`config.mk`:
```
export PLATFORM = sky130hd
export DESIGN_NAME = ssfms_ctrl
export DESIGN_NICKNAME = d
export VERILOG_FILES = /design/src/rtl/core/ssfms_pkg.sv /design/src/rtl/core/ssfms_ctrl.sv
export SDC_FILE = /design/constraint.sdc
export NUM_CORES = 1
export LEC_CHECK = 0
export BUFFER_PORTS_ARGS = -buffer_cell sky130_fd_sc_hd__buf_2
export CAP_MARGIN = 25
export CELL_PAD_IN_SITES_DETAIL_PLACEMENT = 1
export CELL_PAD_IN_SITES_GLOBAL_PLACEMENT = 1
export CORE_UTILIZATION = 27
export CTS_CLUSTER_SIZE = 16
export DETAILED_ROUTE_END_ITERATION = 12
export PLACE_DENSITY_LB_ADDON = 0.1
export SETUP_SLACK_MARGIN = 0.02
export SLEW_MARGIN = 25
export SYNTH_ARGS = -nofsm -noshare
export SYNTH_HDL_FRONTEND = slang
export SYNTH_SLANG_ARGS = --single-unit
```
`constraint.sdc`:
```
create_clock -name clk -period 1.1 [get_ports clk]
set_clock_uncertainty 0.05 [all_clocks]
set_input_delay 0.22 -clock clk [delete_from_list [all_inputs] [get_ports clk]]
set_output_delay 0.22 -clock clk [all_outputs]
set_load 0.02 [all_outputs]
```
`src/rtl/core/ssfms_pkg.sv`:
```
`timescale 1ns / 1ps
// ---------------------------------------------------------------------------
// ssfms_pkg
// Shared constants and controller/datapath handshake types.
// ---------------------------------------------------------------------------
package ssfms_pkg;

  localparam int DEF_MAX_ITEMS = 1024;
  localparam int VAL_W         = 32;
  localparam int POS_W         = 11;

  localparam logic KIND_LOAD  = 1'b0;
  localparam logic KIND_QUERY = 1'b1;

  // commands from the controller to the datapath
  typedef struct packed {
    logic start;
    logic srch_rd;
    logic srch_cmp;
    logic fin_rd;
    logic shift_prep;
    logic shift_step;
    logic insert;
    logic set_drop;
    logic emit;
  } ssfms_cmd_t;

  // status from the datapath to the controller
  typedef struct packed {
    logic is_query;
    logic full;
    logic lo_lt_hi;
    logic sp_gt_lo;
    logic out_free;
  } ssfms_sts_t;

endpackage

```
`src/rtl/core/ssfms_ctrl.sv`:
```
`timescale 1ns / 1ps
// ---------------------------------------------------------------------------
// ssfms_ctrl
// Sequencer for binary search, shift-up insertion and result hand-off.
// ---------------------------------------------------------------------------
module ssfms_ctrl
  import ssfms_pkg::*;
(
  input  logic       clk,
  input  logic       rst,
  input  logic       req_fire,
  output logic       idle,
  input  ssfms_sts_t sts,
  output ssfms_cmd_t cmd
);

  localparam logic [3:0] ST_IDLE   = 4'd0;
  localparam logic [3:0] ST_CHK    = 4'd1;
  localparam logic [3:0] ST_LOOP   = 4'd2;
  localparam logic [3:0] ST_SRD    = 4'd3;
  localparam logic [3:0] ST_SCMP   = 4'd4;
  localparam logic [3:0] ST_FRD    = 4'd5;
  localparam logic [3:0] ST_SHIFT  = 4'd6;
  localparam logic [3:0] ST_DRAIN  = 4'd7;
  localparam logic [3:0] ST_INSERT = 4'd8;
  localparam logic [3:0] ST_RESULT = 4'd9;

  logic [3:0] state;
  logic [3:0] state_next;

  assign idle = (state == ST_IDLE);

  // next state and commands
  always_comb begin
    state_next = state;
    cmd        = '0;
    unique case (state)
      ST_IDLE: begin
        if (req_fire) begin
          cmd.start  = 1'b1;
          state_next = ST_CHK;
        end
      end
      ST_CHK: begin
        if (!sts.is_query && sts.full) begin
          cmd.set_drop = 1'b1;
          state_next   = ST_IDLE;
        end else begin
          state_next = ST_LOOP;
        end
      end
      ST_LOOP: begin
        if (sts.lo_lt_hi) begin
          state_next = ST_SRD;
        end else if (sts.is_query) begin
          state_next = ST_FRD;
        end else begin
          cmd.shift_prep = 1'b1;
          state_next     = ST_SHIFT;
        end
      end
      ST_SRD: begin
        cmd.srch_rd = 1'b1;
        state_next  = ST_SCMP;
      end
      ST_SCMP: begin
        cmd.srch_cmp = 1'b1;
        state_next   = ST_LOOP;
      end
      ST_FRD: begin
        cmd.fin_rd = 1'b1;
        state_next = ST_RESULT;
      end
      ST_SHIFT: begin
        if (sts.sp_gt_lo) begin
          cmd.shift_step = 1'b1;
        end else begin
          state_next = ST_DRAIN;
        end
      end
      ST_DRAIN: begin
        state_next = ST_INSERT;
      end
      ST_INSERT: begin
        cmd.insert = 1'b1;
        state_next = ST_IDLE;
      end
      ST_RESULT: begin
        if (sts.out_free) begin
          cmd.emit   = 1'b1;
          state_next = ST_IDLE;
        end
      end
      default: begin
        state_next = ST_IDLE;
      end
    endcase
  end

  // state register
  always_ff @(posedge clk) begin
    if (rst) begin
      state <= ST_IDLE;
    end else begin
      state <= state_next;
    end
  end

`ifndef SYNTHESIS
  a_emit_idle: assert property (@(posedge clk) disable iff (rst)
    cmd.emit |=> state == ST_IDLE)
    else $error("emit not followed by idle");
  a_start_chk: assert property (@(posedge clk) disable iff (rst)
    req_fire |=> state == ST_CHK)
    else $error("accepted beat did not start work");
  a_insert_load: assert property (@(posedge clk) disable iff (rst)
    cmd.insert |-> !sts.is_query)
    else $error("insert during query");
`endif

endmodule

```
Word-level counts from Yosys, hierarchy flattened
Index checks and enable logic that the tools add are counted.
W data, S select, Z words.

word-level totals
  bits in registers = 4
  input bits = 8
  output and inout port bits = 10

cells by class
  equality and inequality tests = 12
  multiplexer cells = 22
  reductions and logical operators = 4

operators by type and width
  operator              count
  $pmux W4 S9           1
  $eq A4 B3 Y1 const B  4
  $mux W4               4
  $mux W1               15
  $eq A4 B2 Y1 const B  2
  $eq A4 B4 Y1 const B  2
  $ne A2 B2 Y1 const B  3
  $eq A4 B1 Y1 const B  1
  $logic_not A4 Y1      1
  $mux W2               2
  $reduce_and A3 Y1     1
  $logic_and A1 B1 Y1   1
  $logic_not A1 Y1      1

Depth between registers and ports, before layout
Gate-level depths: netlist of the first run.

  depth in word-level cells = 4
  depth in mapped cells = 5
  gate-level depth less buffers = 4

Least setup slack after synthesis of the first run
Ideal clock, no wire load.

  kind = reg2out
  from = register state[2]
  to = output port cmd[1] (netlist bit)
  arrival time = 1307 ps
  required time = 830 ps
  path slack = -477 ps
  cell stages (with the launch flop) = 4
  buffers on the path = 1
  cells stage by stage = dfxtp_1 > buf_6 > nand2b_1 > nor4_1

RTL lines
  what                    line               source
  from (decl)             ssfms_ctrl.sv:28   logic [3:0] state;
  from (signal assigned)  ssfms_ctrl.sv:105  state <= state_next;
  to (decl)               ssfms_ctrl.sv:14   output ssfms_cmd_t cmd

==> metrics.md, run 1 <==
| Metric | Value |
|---|---|
| WS Path Type | reg2out |
| Max reg flops | 4 |
| Most flops, register | state |
| Worst R2R Start | state[2] |
| Clock Latency Late Sink | 0.24 ns |
| Post-route DRC | 0 |
| Power share of the clock group | 7.9% |
| Die Span Y | 40.69 um |
| Endpoints failing hold | 0 |
| Final number of max-transition violations | 0 |
| CTS tree | built |
| Crit-path cells | nor2b_4 -> and4b_2 -> buf_6 |
| Register share of total power | 14.8% |
| Crit-path slowest cell | dfxtp_4 |
| Worst reg2reg path depth | 6 |
| Syn-to-layout area delta | 129.4% |
| Drt first pass iters | 3 |
| Relative slew slack | 83.91% |
| Hold Crit Class | in2reg |
| Setup tns final | -4.312 ns |
| Initial antenna violation count | 0 |
| Placed cell area | 616.8 um^2 |
| Diode count | 0 |
| Sw power | 987.6 uW |
| Proportion of layout cells with a drive suffix above 1 | 79.35% |
| Worst path max stage delay | 0.36 ns |
| Detailed Place HPWL | 983.8 um |
| Vias | 554 |
| CORE AREA | 1350 um^2 |
| Hold path startpoint | rst |
| Worst setup endpoint | cmd[3] |
| Final setup violating endpoints | 14 |
| Ys Warns | 0 |
| Routability cong. | 0.7450 |
| CTS sink cnt | 4 |
| Post-synthesis cell type count | 27 |
| Post-layout util | 68.67% |
| Largest net degree at the start of global routing | 9 |
| Flops & latches, synth | 4 |
| TritonCTS buffer count | 3 |
| Net switching fraction of the power | 41.21% |
| F_max | 680.8 MHz |
| Max VDD drop | 1.325 mV |
| Combinational share of power | 77.3% |
| Required time of the critical path | 0.83 ns |
| Final net count | 102 |
| Congestion Overflow GR | 0 |
| IO Port Bufs | 17 |
| Failing checks | negative setup slack |
| Vias in the first global route | 565 |
| P_int | 1.409 mW |
| Final setup margin | -0.3688 ns |
| Rows | 13 |
| Initial Utilization | 29.94% |
| Startpoint Class | register |
| Placed Cells | 89 |
| Leakage | 0.4066 nW |
| WP data arrival | 1.20 ns |
| CTS Hold Buffers Added | 0 |
| Period utilization | 133.5% |
| R2R Setup Slk | -0.30 ns |
| GRT Util Overall | 24.52% |
| Initial DRC count | 7 |
| Longest Clk Path Bufs | 2 |
| Die W | 40.69 um |
| Seq/Total Area, Yosys | 19.81% |
| Status | finished, violations left |
| RSZ-0062 raised after global routing | true |
| Critical path endpoint category | output pin |
| Crit. Startpoint | state[1] |
| Crit path max fanout | 4 |
| Final wirelength | 1769 um |
| Pwr dens | 2585 nW/um^2 |
| Fin cells | 107 |
| Drt via density | 5.178 |
| Post-Syn Instances | 53 |
| Most frequent cells in the layout | 18 x buf_6, 13 x buf_4, 7 x buf_2 |
| # Max-Cap Violations | 0 |
| Avg Inst Size Synth | 7.625 um^2 |
| Post-synth net total | 61 |
| CTS root buf | clkbuf_4 |
| IO Pins | 18 |
| First-pass GRT wire length | 2546 um |
| Top Registers | state (4) |
| Wire per inst | 16.53 um |
| Post-DRT Antenna Nets | 0 |
| CTS H-Tree Depth | 1 |
| Design area | 927.1 um^2 |
| Die area | 1656 um^2 |
| Reg-to-Reg End | state[3] |
| Tightest Pin Transition | 0.2396 ns |
| Clock slew at reported path FFs | 0.04 ns |
| Commonest non-fill, non-tap cell in the layout | buf_6 |
| Final period demand of the worst path | 1.469 ns |
| Post-Syn Area | 404.1 um^2 |
-- how the worst min path moves through the flow --
stage	endpoint	depth (start not counted)
3_3_place_gp	state[1]	2
5_1_grt	state[1]	2
4_1_cts	state[1]	2
3_5_place_dp	state[1]	2
2_1_floorplan	state[1]	1
6_report	state[1]	2
-- kinds of logic after synthesis --
group | after synthesis | synth area share [%]
simple gates | 31 | 48.61
buf+inv | 6 | 12.08
compound gates | 12 | 19.51
flops | 4 | 19.82
-- cells in the mapped netlist --
| library cell | number | share of area, % |
|---|---|---|
| and2_1 | 2 | 3.1 |
| and3_1 | 1 | 1.5 |
| buf_6 | 3 | 8.4 |
| buf_4 | 1 | 1.9 |
| a21o_1 | 1 | 1.9 |
| or3_1 | 1 | 1.5 |
| nand2_1 | 3 | 2.8 |
| inv_1 | 2 | 1.9 |
| nand3_1 | 1 | 1.2 |
| nand2b_2 | 1 | 2.2 |
| nor4_1 | 1 | 1.5 |
| nor2_1 | 5 | 4.6 |
| nor4_4 | 1 | 5.3 |
| nor2b_1 | 1 | 1.5 |
| nand2b_1 | 5 | 7.7 |
| and3b_1 | 1 | 2.2 |
| a211oi_1 | 1 | 1.9 |
| a21oi_2 | 1 | 2.2 |
| nor3_1 | 6 | 7.4 |
| o21ai_1 | 1 | 1.2 |
| dfxtp_1 | 4 | 20 |
| a21oi_1 | 4 | 5.0 |
| nor2b_4 | 1 | 3.4 |
| o221ai_1 | 1 | 2.2 |
| and4b_1 | 1 | 2.5 |
| o21a_1 | 2 | 3.7 |
| o22ai_1 | 1 | 1.5 |
-- critical path: cells and delay by family (launching register included) --
| kind | cells | cell delay [ns] |
|---|---|---|
| DFF | 1 | 0.36 |
| and+or+nand+nor | 2 | 0.47 |
| buffers and inverters | 1 | 0.13 |
-- layer usage --
metal | track usage, % | wire length [um] | vias up
met1 | 25.90 | 690 | 268
met2 | 45.24 | 1014 | 15
met5 | 0 | 0 | -
li1 | - | - | 269
met4 | 6.667 | 8 | 0
met3 | 8.696 | 55 | 2
-- repair_timing --
action / in CTS / in global routing
resized for setup: 39 / 10
pin swaps: 9 / 4
setup buffers: 11 / 4
endpoints found under the setup margin: 14 / 14
-- final cells by class --
cell class | instances | area [um^2]
clock buffer | 3 | 22.52
fill | 151 | 422.9
inverter | 2 | 7.507
multi-input combinational | 43 | 407.9
sequential | 4 | 95.09
tap | 15 | 18.77
timing repair buffer | 40 | 375.4
-- power by group through the flow --
stage,Clock (mW),Combinational [mW],Sequential (mW)
global placement,0,1.07,0.352
floorplan,0,0.843,0.268
detailed placement,0,1.08,0.355
CTS,0.198,1.63,0.356
finish,0.189,1.85,0.355
global route,0.208,1.98,0.370
-- stage by stage --
stage,total power [mW],worst slack [ns],hold slack [ns]
global placement,1.424,-0.2305,0.4029
floorplan,1.111,-0.2911,0.2251
global route,2.554,-0.4280,0.1618
detailed placement,1.436,-0.2616,0.4001
finish,2.396,-0.3688,0.1680
CTS,2.181,-0.3841,0.1590
Note: power is estimated with default switching activity, not from simulation.
==> run 2: changes to the inputs <==
ABC_AREA = 1   (was default)
CORE_UTILIZATION = 22   (was 27)
==> run 2 against run 1 <==
  * The run now fails in global routing (5_1_grt)
  * Synthesized area fell by 21%
  * Synthesized cell count rose by 1.9%
==> metrics.md, run 2 <==
| Metric | Value |
|---|---|
| Post-Syn Instances | 54 (+1.9%) |
| Most used DFF post-synth | dfxtp_1 |
| Flops & latches, synth | 4 (unchanged) |
| Largest cells by area after synthesis | dfxtp_1 25%, nand2_1 13%, inv_1 11%, nor2_2 7.9%, nand3_1 6.3% |
| Rows | 13 (unchanged) |
| Die W | 40.01 um (-1.7%) |
| Post-synthesis cell type count | 14 (-48%) |
| Most common cell in the synthesized netlist | nand2_1 |
| Failing step | global routing (5_1_grt) |
| Synth cell count leaders | 11 x nand2_1, 9 x inv_1, 5 x nor2_1 |
| Stop err | [ERROR DPL-0033] detailed placement checks failed during check placement. |
| IO Port Bufs | 17 (unchanged) |
| Die Span Y | 40.01 um (-1.7%) |
| CTS H-Tree Depth | 1 (unchanged) |
| Post-synth net total | 62 (+1.6%) |
| Dpl ws | -0.1428 ns (+0.1188 ns) |
| TritonCTS buffer count | 3 (unchanged) |
| Seq/Total Area, Yosys | 25.20% (+5.4 points) |
| Avg Inst Size Synth | 5.885 um^2 (-23%) |
| Post-Syn Area | 317.8 um^2 (-21%) |
| Routability cong. | 0.8042 (+7.9%) |
| Post-synth EDFFs | 0 (unchanged) |
| Ys async rst share | 0% (unchanged) |
| Synth area leader | dfxtp_1 |
| Largest net degree at the start of global routing | 6 |
| IO Pins | 18 (unchanged) |
| Longest Clk Path Bufs | 2 (unchanged) |
| Detailed Place HPWL | 1018 um (+3.4%) |
| CTS root buf | clkbuf_4 |
| GRT worst endpoint | cmd[4] |
| CTS sink cnt | 4 (unchanged) |
| Kind of the worst endpoint | primary output |
| Ys Warns | 0 (unchanged) |
| Synth top area share | 25.20% (+5.4 points) |
| Initial Utilization | 24.12% (-5.8 points) |
| Status | did not finish |
| Initial antenna violation count | 0 |
| CTS Hold Buffers Added | 0 (unchanged) |
## run 2: logic make-up after synthesis
| kind of cell | count (synthesis) | share of synthesized area (%) |
|---|---|---|
| simple gates | 31 | 47.24 |
| compound gates | 6 | 12.20 |
| flops | 4 | 25.20 |
| buf+inv | 13 | 15.35 |
## run 2: through the flow
step	instance area [um^2]	hold WS [ns]	utilization, %	instances
global placement	680.7	0.3703	51.66	103
floorplan	436.7	0.2294	-	54
detailed placement	680.7	0.3736	51.66	103
CTS	858.3	0.1205	65.15	114
## run 2: what timing repair did
action,4_1_cts
pin swaps,12
gates resized for setup,32
endpoints found under the setup margin,13
setup buffers,7
==> run 3: changes to the inputs <==
CELL_PAD_IN_SITES_DETAIL_PLACEMENT = default   (was 1)
CELL_PAD_IN_SITES_GLOBAL_PLACEMENT = default   (was 1)
CORE_AREA = 2 2 63 65   (was default)
CORE_UTILIZATION = default   (was 22)
CTS_CLUSTER_SIZE = default   (was 16)
DIE_AREA = 0 0 65 67   (was default)
PLACE_DENSITY_LB_ADDON = 0.15   (was 0.1)
SETUP_SLACK_MARGIN = default   (was 0.02)
clock period = 1.4 ns   (was 1.1 ns; I/O delays follow)
==> run 3 against run 2 <==
  * The flow now finishes, with violations (negative setup slack)
  * Synthesized area is the same
  * Synthesized cell count unchanged
==> metrics.md, run 3 <==
| Metric | Value |
|---|---|
| Status | finished, violations left |
| Failing checks | negative setup slack |
| Rows | 22 (+9) |
| Synth cell count leaders | 11 x nand2_1, 9 x inv_1, 5 x nor2_1 |
| Final period demand of the worst path | 1.450 ns |
| Relative slew slack | 86.12% |
| Crit path max fanout | 4 |
| R2R Setup Slk | 0.10 ns |
| Leakage | 0.3190 nW |
| Synth top area share | 25.20% (unchanged) |
| Hold depth | 2 |
| Sw power | 326.0 uW |
| Net switching fraction of the power | 39.66% |
| Ys async rst share | 0% (unchanged) |
| Initial Utilization | 8.813% (-15 points) |
| WHS | 0.2174 ns |
| IO Port Bufs | 17 (unchanged) |
| Hold path startpoint | rst |
| CTS Hold Buffers Added | 0 (unchanged) |
| Reg-to-Reg End | state[0] |
| Startpoint Class | register |
| Initial antenna violation count | 0 |
| CTS sink cnt | 4 (unchanged) |
| Congestion Overflow GR | 0 |
| Clock slew at reported path FFs | 0.04 ns |
| Final setup margin | -0.05015 ns |
| Worst setup endpoint | cmd[3] |
| Final wirelength | 1228 um |
| Top Registers | state (4) |
| # Max-Cap Violations | 0 |
| Levels on crit path | 5 |
| CORE AREA | 3606 um^2 |
| Delay-heaviest family, CP | flip-flops |
| Period utilization | 103.6% |
| Syn-to-layout area delta | 113.0% |
| Drt via density | 3.420 |
| Worst path max stage delay | 0.36 ns |
| Vias in the first global route | 446 |
| Pwr Total | 822.0 uW |
| Most common cell in the synthesized netlist | nand2_1 |
| Proportion of layout cells with a drive suffix above 1 | 61.45% |
| Crit. Startpoint | state[0] |
| Max reg flops | 4 |
| Post-synthesis cell type count | 14 (unchanged) |
| Post-Syn Instances | 54 (unchanged) |
| Placed cell area | 513.0 um^2 (-25%) |
| Post-route DRC | 0 |
| Endpoints failing hold | 0 |
| Avg Inst Size Synth | 5.885 um^2 (unchanged) |
| Final net count | 93 |
| Diode count | 0 |
| Design area | 676.9 um^2 |
| Max VDD drop | 0.4038 mV |
| Power share of the clock group | 30.9% |
| Crit-path slowest cell | dfxtp_4 |
| Placed Cells | 124 (+20%) |
| Die area | 4355 um^2 |
| Flops & latches, synth | 4 (unchanged) |
| Buf/Inv on CP | 2 |
| Largest cells by area after synthesis | dfxtp_1 25%, nand2_1 13%, inv_1 11%, nor2_2 7.9%, nand3_1 6.3% |
| Die W | 65 um (+62%) |
| Final setup violating endpoints | 6 |
| Die Span Y | 67 um (+67%) |
| Seq/Total Area, Yosys | 25.20% (unchanged) |
| Commonest non-fill, non-tap cell in the layout | buf_4 |
| RSZ-0062 raised after global routing | true |
| Post-Syn Area | 317.8 um^2 (unchanged) |
| Critical path endpoint category | output pin |
| Detailed Place HPWL | 973.6 um (-4.3%) |
| F_max | 689.6 MHz |
| WS Path Type | reg2out |
| Clock Latency Late Sink | 0.23 ns |
| Worst R2R Start | state[0] |
| Pwr dens | 1214 nW/um^2 |
| Longest Clk Path Bufs | 2 (unchanged) |
| Most used DFF post-synth | dfxtp_1 |
| Routability cong. | 0.6471 (-20%) |
| Post-synth net total | 62 (unchanged) |
| CTS root buf | clkbuf_8 |
| Fin cells | 131 |
| First-pass GRT wire length | 1911 um |
| Initial DRC count | 3 |
| Post-DRT Antenna Nets | 0 |
| Largest net degree at the start of global routing | 6 |
| Hold Crit Class | in2reg |
| Worst reg2reg path depth | 8 |
| Final number of max-transition violations | 0 |
| TritonCTS buffer count | 3 (unchanged) |
| GRT Util Overall | 6.152% |
| Post-synth EDFFs | 0 (unchanged) |
| CTS H-Tree Depth | 1 (unchanged) |
| P_int | 496.0 uW |
| IO Pins | 18 (unchanged) |
| # fillers | 415 |
| Most frequent cells in the layout | 15 x buf_4, 9 x buf_2, 8 x nand2_1, 8 x inv_1, 5 x nor2_4 |
| Required time of the critical path | 1.07 ns |
| Wire per inst | 9.374 um |
| Drt first pass iters | 4 |
| Most flops, register | state |
| Dpl ws | 0.07783 ns (+0.2206 ns) |
| Synth area leader | dfxtp_1 |
| Setup tns final | -0.2022 ns |
| WP data arrival | 1.12 ns |
| CTS tree | built |
| Crit-path cells | buf_6 -> nor2_4 -> nand2_2 -> nor2_4 -> buf_6 |
| Post-layout util | 18.77% |
| Tightest Pin Transition | 0.2064 ns |
| Ys Warns | 0 (unchanged) |
| Combinational share of power | 46.7% |
| Vias | 448 |
| Register share of total power | 22.5% |
## run 3: cell counts after synthesis
No cell type changed its count.
## run 3: metal layers
layer / GRT usage (%) / vias to the layer above / wire, um
met5: 0 / - / 0
met4: 5.585 / 0 / 42
met3: 2.365 / 5 / 76
met2: 9.021 / 13 / 560
met1: 6.827 / 196 / 548
li1: - / 234 / -
## run 3: repair_timing
| action | 4_1_cts | 5_1_grt |
|---|---|---|
| pin swaps | 5 | 3 |
| endpoints found under the setup margin | 10 | 10 |
| gates resized for setup | 24 | 9 |
| buffers inserted | 2 | 2 |
## run 3: how the worst min path moves through the flow
stage,endpoint
final,state[0]
after global routing,state[3]
after CTS,state[0]
after detailed placement,state[0]
after global placement,state[0]
after floorplan,state[0]
## run 3: layout make-up
type / count / area, um^2 / area share, %
inverter: 13 / 58.81 / 8.688
clock buffer: 3 / 41.29 / 6.100
sequential: 4 / 92.59 / 13.68
multi-input combinational: 37 / 244.0 / 36.04
timing repair buffer: 26 / 180.2 / 26.62
tap: 48 / 60.06 / 8.872
## run 3: power by group through the flow
stage	clock, mW	combinational [mW]	sequential, mW
global route	0.265	0.422	0.188
CTS	0.256	0.349	0.178
global placement	0	0.308	0.163
floorplan	0	0.185	0.160
finish	0.254	0.384	0.185
detailed placement	0	0.302	0.161
## run 3: cell families after synthesis
kind of cell,after synthesis,share of synthesized area (%)
compound gates,6,12.20
buf+inv,13,15.35
simple gates,31,47.24
flops,4,25.20
==> run 4: changes to the inputs <==
ABC_AREA = default   (was 1)
CTS_BUF_LIST = sky130_fd_sc_hd__clkbuf_8   (was default)
==> run 4 against run 3 <==
  * The flow still finishes with violations (negative setup slack)
  * Total power rose by 96%
  * Wire length rose by 13%
  * Critical path depth fell by 2
  * Critical endpoint is now cmd[8]
  * Largest cell class unchanged
  * Register-to-register slack got worse by 0.06 ns
  * Cell count did not move
  * Combinational power rose to 2.8 times the previous value
  * Sequential share of layout area fell by 2.3 points
  * Sequential power rose by 52%
  * Fmax fell by 4.6%
  * Largest power group unchanged
  * Utilization rose by 3.9 points
  * Via count rose by 8.0%
  * Global-route usage rose by 0.42 points
==> metrics.md, run 4 (same netlist as run 1, synthesis figures left out) <==
| Metric | Value |
|---|---|
| Die Span Y | 67 um (unchanged) |
| Post-route DRC | 0 (unchanged) |
| Initial antenna violation count | 0 (unchanged) |
| CTS tree | built |
| IO Pins | 18 (unchanged) |
| # Max-Cap Violations | 0 (unchanged) |
| Diode count | 0 (unchanged) |
| Top Registers | state (4) |
| Die area | 4355 um^2 (unchanged) |
| Largest net degree at the start of global routing | 12 (+6) |
| F_max | 657.6 MHz (-4.6%) |
| Placed cell area | 600.6 um^2 (+17%) |
| Detailed Place HPWL | 1088 um (+12%) |
| Clock Latency Late Sink | 0.21 ns (-0.02 ns) |
| Congestion Overflow GR | 0 (unchanged) |
| CORE AREA | 3606 um^2 (unchanged) |
| WP data arrival | 1.19 ns (+0.07 ns) |
| Placed Cells | 122 (-1.6%) |
| Leakage | 0.3445 nW (+8.0%) |
| Max VDD drop | 0.4005 mV (-0.80%) |
| Longest Clk Path Bufs | 2 (unchanged) |
| CTS Hold Buffers Added | 0 (unchanged) |
| Critical path endpoint category | output pin |
| Crit path max fanout | 6 (+2) |
| Tightest Pin Transition | 0.2775 ns (+0.07108 ns) |
| Commonest non-fill, non-tap cell in the layout | buf_4 |
| Endpoints failing hold | 0 (unchanged) |
| Wire per inst | 10.63 um (+13%) |
| Pwr dens | 1975 nW/um^2 (+63%) |
| WHS | 0.2449 ns (+0.02754 ns) |
| Initial Utilization | 11.21% (+2.4 points) |
| CTS root buf | clkbuf_8 |
| Most frequent cells in the layout | 15 x buf_4, 8 x buf_6, 7 x buf_2, 4 x nor2_1, 4 x a21oi_1 |
| TritonCTS buffer count | 3 (unchanged) |
| Design area | 815.8 um^2 (+21%) |
| Drt first pass iters | 1 (-3) |
| # fillers | 395 (-4.8%) |
| Final number of max-transition violations | 0 (unchanged) |
| Vias in the first global route | 480 (+7.6%) |
| CTS sink cnt | 4 (unchanged) |
| Final wirelength | 1393 um (+13%) |
| Final net count | 93 (unchanged) |
| Status | finished, violations left |
| Most flops, register | state |
| Clock slew at reported path FFs | 0.03 ns (about the same) |
| Initial DRC count | 0 (-3) |
| Vias | 484 (+8.0%) |
| Period utilization | 108.6% (+5.0 points) |
| Post-DRT Antenna Nets | 0 (unchanged) |
| Required time of the critical path | 1.07 ns (about the same) |
| Dpl ws | -0.01408 ns (-0.09191 ns) |
| Hold Crit Class | in2reg |
| Fin cells | 131 (unchanged) |
| First-pass GRT wire length | 2090 um (+9.4%) |
| Routability cong. | 0.6311 (-2.5%) |
| Final setup margin | -0.1206 ns (-0.07048 ns) |
| Startpoint Class | register |
| Drt via density | 3.695 (+8.0%) |
| Proportion of layout cells with a drive suffix above 1 | 65.06% (+3.6 points) |
| Max reg flops | 4 (unchanged) |
| Final setup violating endpoints | 10 (+4) |
| Die W | 65 um (unchanged) |
| Syn-to-layout area delta | 101.9% |
| Final period demand of the worst path | 1.521 ns (+0.07048 ns) |
| RSZ-0062 raised after global routing | true |
| IO Port Bufs | 17 (unchanged) |
| GRT Util Overall | 6.577% (+0.42 points) |
| Rows | 22 (unchanged) |
| Failing checks | negative setup slack |
| Relative slew slack | 81.38% (-4.7 points) |
| WS Path Type | reg2out |
| CTS H-Tree Depth | 1 (unchanged) |
## run 4: changes by cell type in the layout (fill, tap and decap cells not counted), sizes merged, moves of 3 or more
cell	change
nand2b	+6
nor2	-5
nor3	+3
nand3	-3
nand2	-8
buf	+5
inv	-11
## run 4: routing by layer
metal,vias up,global-route usage [%],wire [um]
li1,250,-,-
met4,0,3.989,19
met3,2,1.858,31
met5,-,0,0
met2,7,11.47,779
met1,225,7.021,562
## run 4: per-stage QoR
step	TNS (ns)	util, %	power (mW)
3_3_place_gp	-0.1275	16.66	1.019
3_5_place_dp	-0.01408	16.66	1.008
2_1_floorplan	-0.08745	-	0.7828
5_1_grt	-0.9324	22.62	1.716
6_report	-0.4819	22.62	1.611
4_1_cts	-0.6956	21.03	1.478
## run 4: cell type report
cell class	count	area (um^2)	area share (%)
flip-flops and latches	4	92.59	11.35
repair buffers	31	257.7	31.60
clock buffers	3	41.29	5.061
multi-input cells	43	356.6	43.71
inverters	2	7.507	0.9202
well taps	48	60.06	7.362
## run 4: final timing paths
| check | from | end | slack (ns) | cells after the start |
|---|---|---|---|---|
| min | rst | state[1] | 0.24 | 2 |
| min reg2reg | state[3] | state[0] | 0.64 | 4 |
| max | state[2] | cmd[8] | -0.12 | 3 |
| max reg2reg | state[0] | state[2] | 0.04 | 5 |
## run 4: timing repair
item	CTS	global route
pin swaps	1	0
endpoints found under the setup margin	11	11
hold endpoints to repair	0	0
gates resized for setup	26	10
setup buffers	4	2
cloned	0	0
## run 4: worst max-delay path, cell delays in order, from the launching register on
cell and delay [ns]:
dfxtp_4 0.36, nor4_4 0.32, and2_4 0.19, buf_6 0.11
## run 4: where the power goes
part	internal (mW)	total [mW]	switching, mW
combinational	0.605	1.09	0.483
clock	0.183	0.241	0.0582
sequential	0.179	0.282	0.104
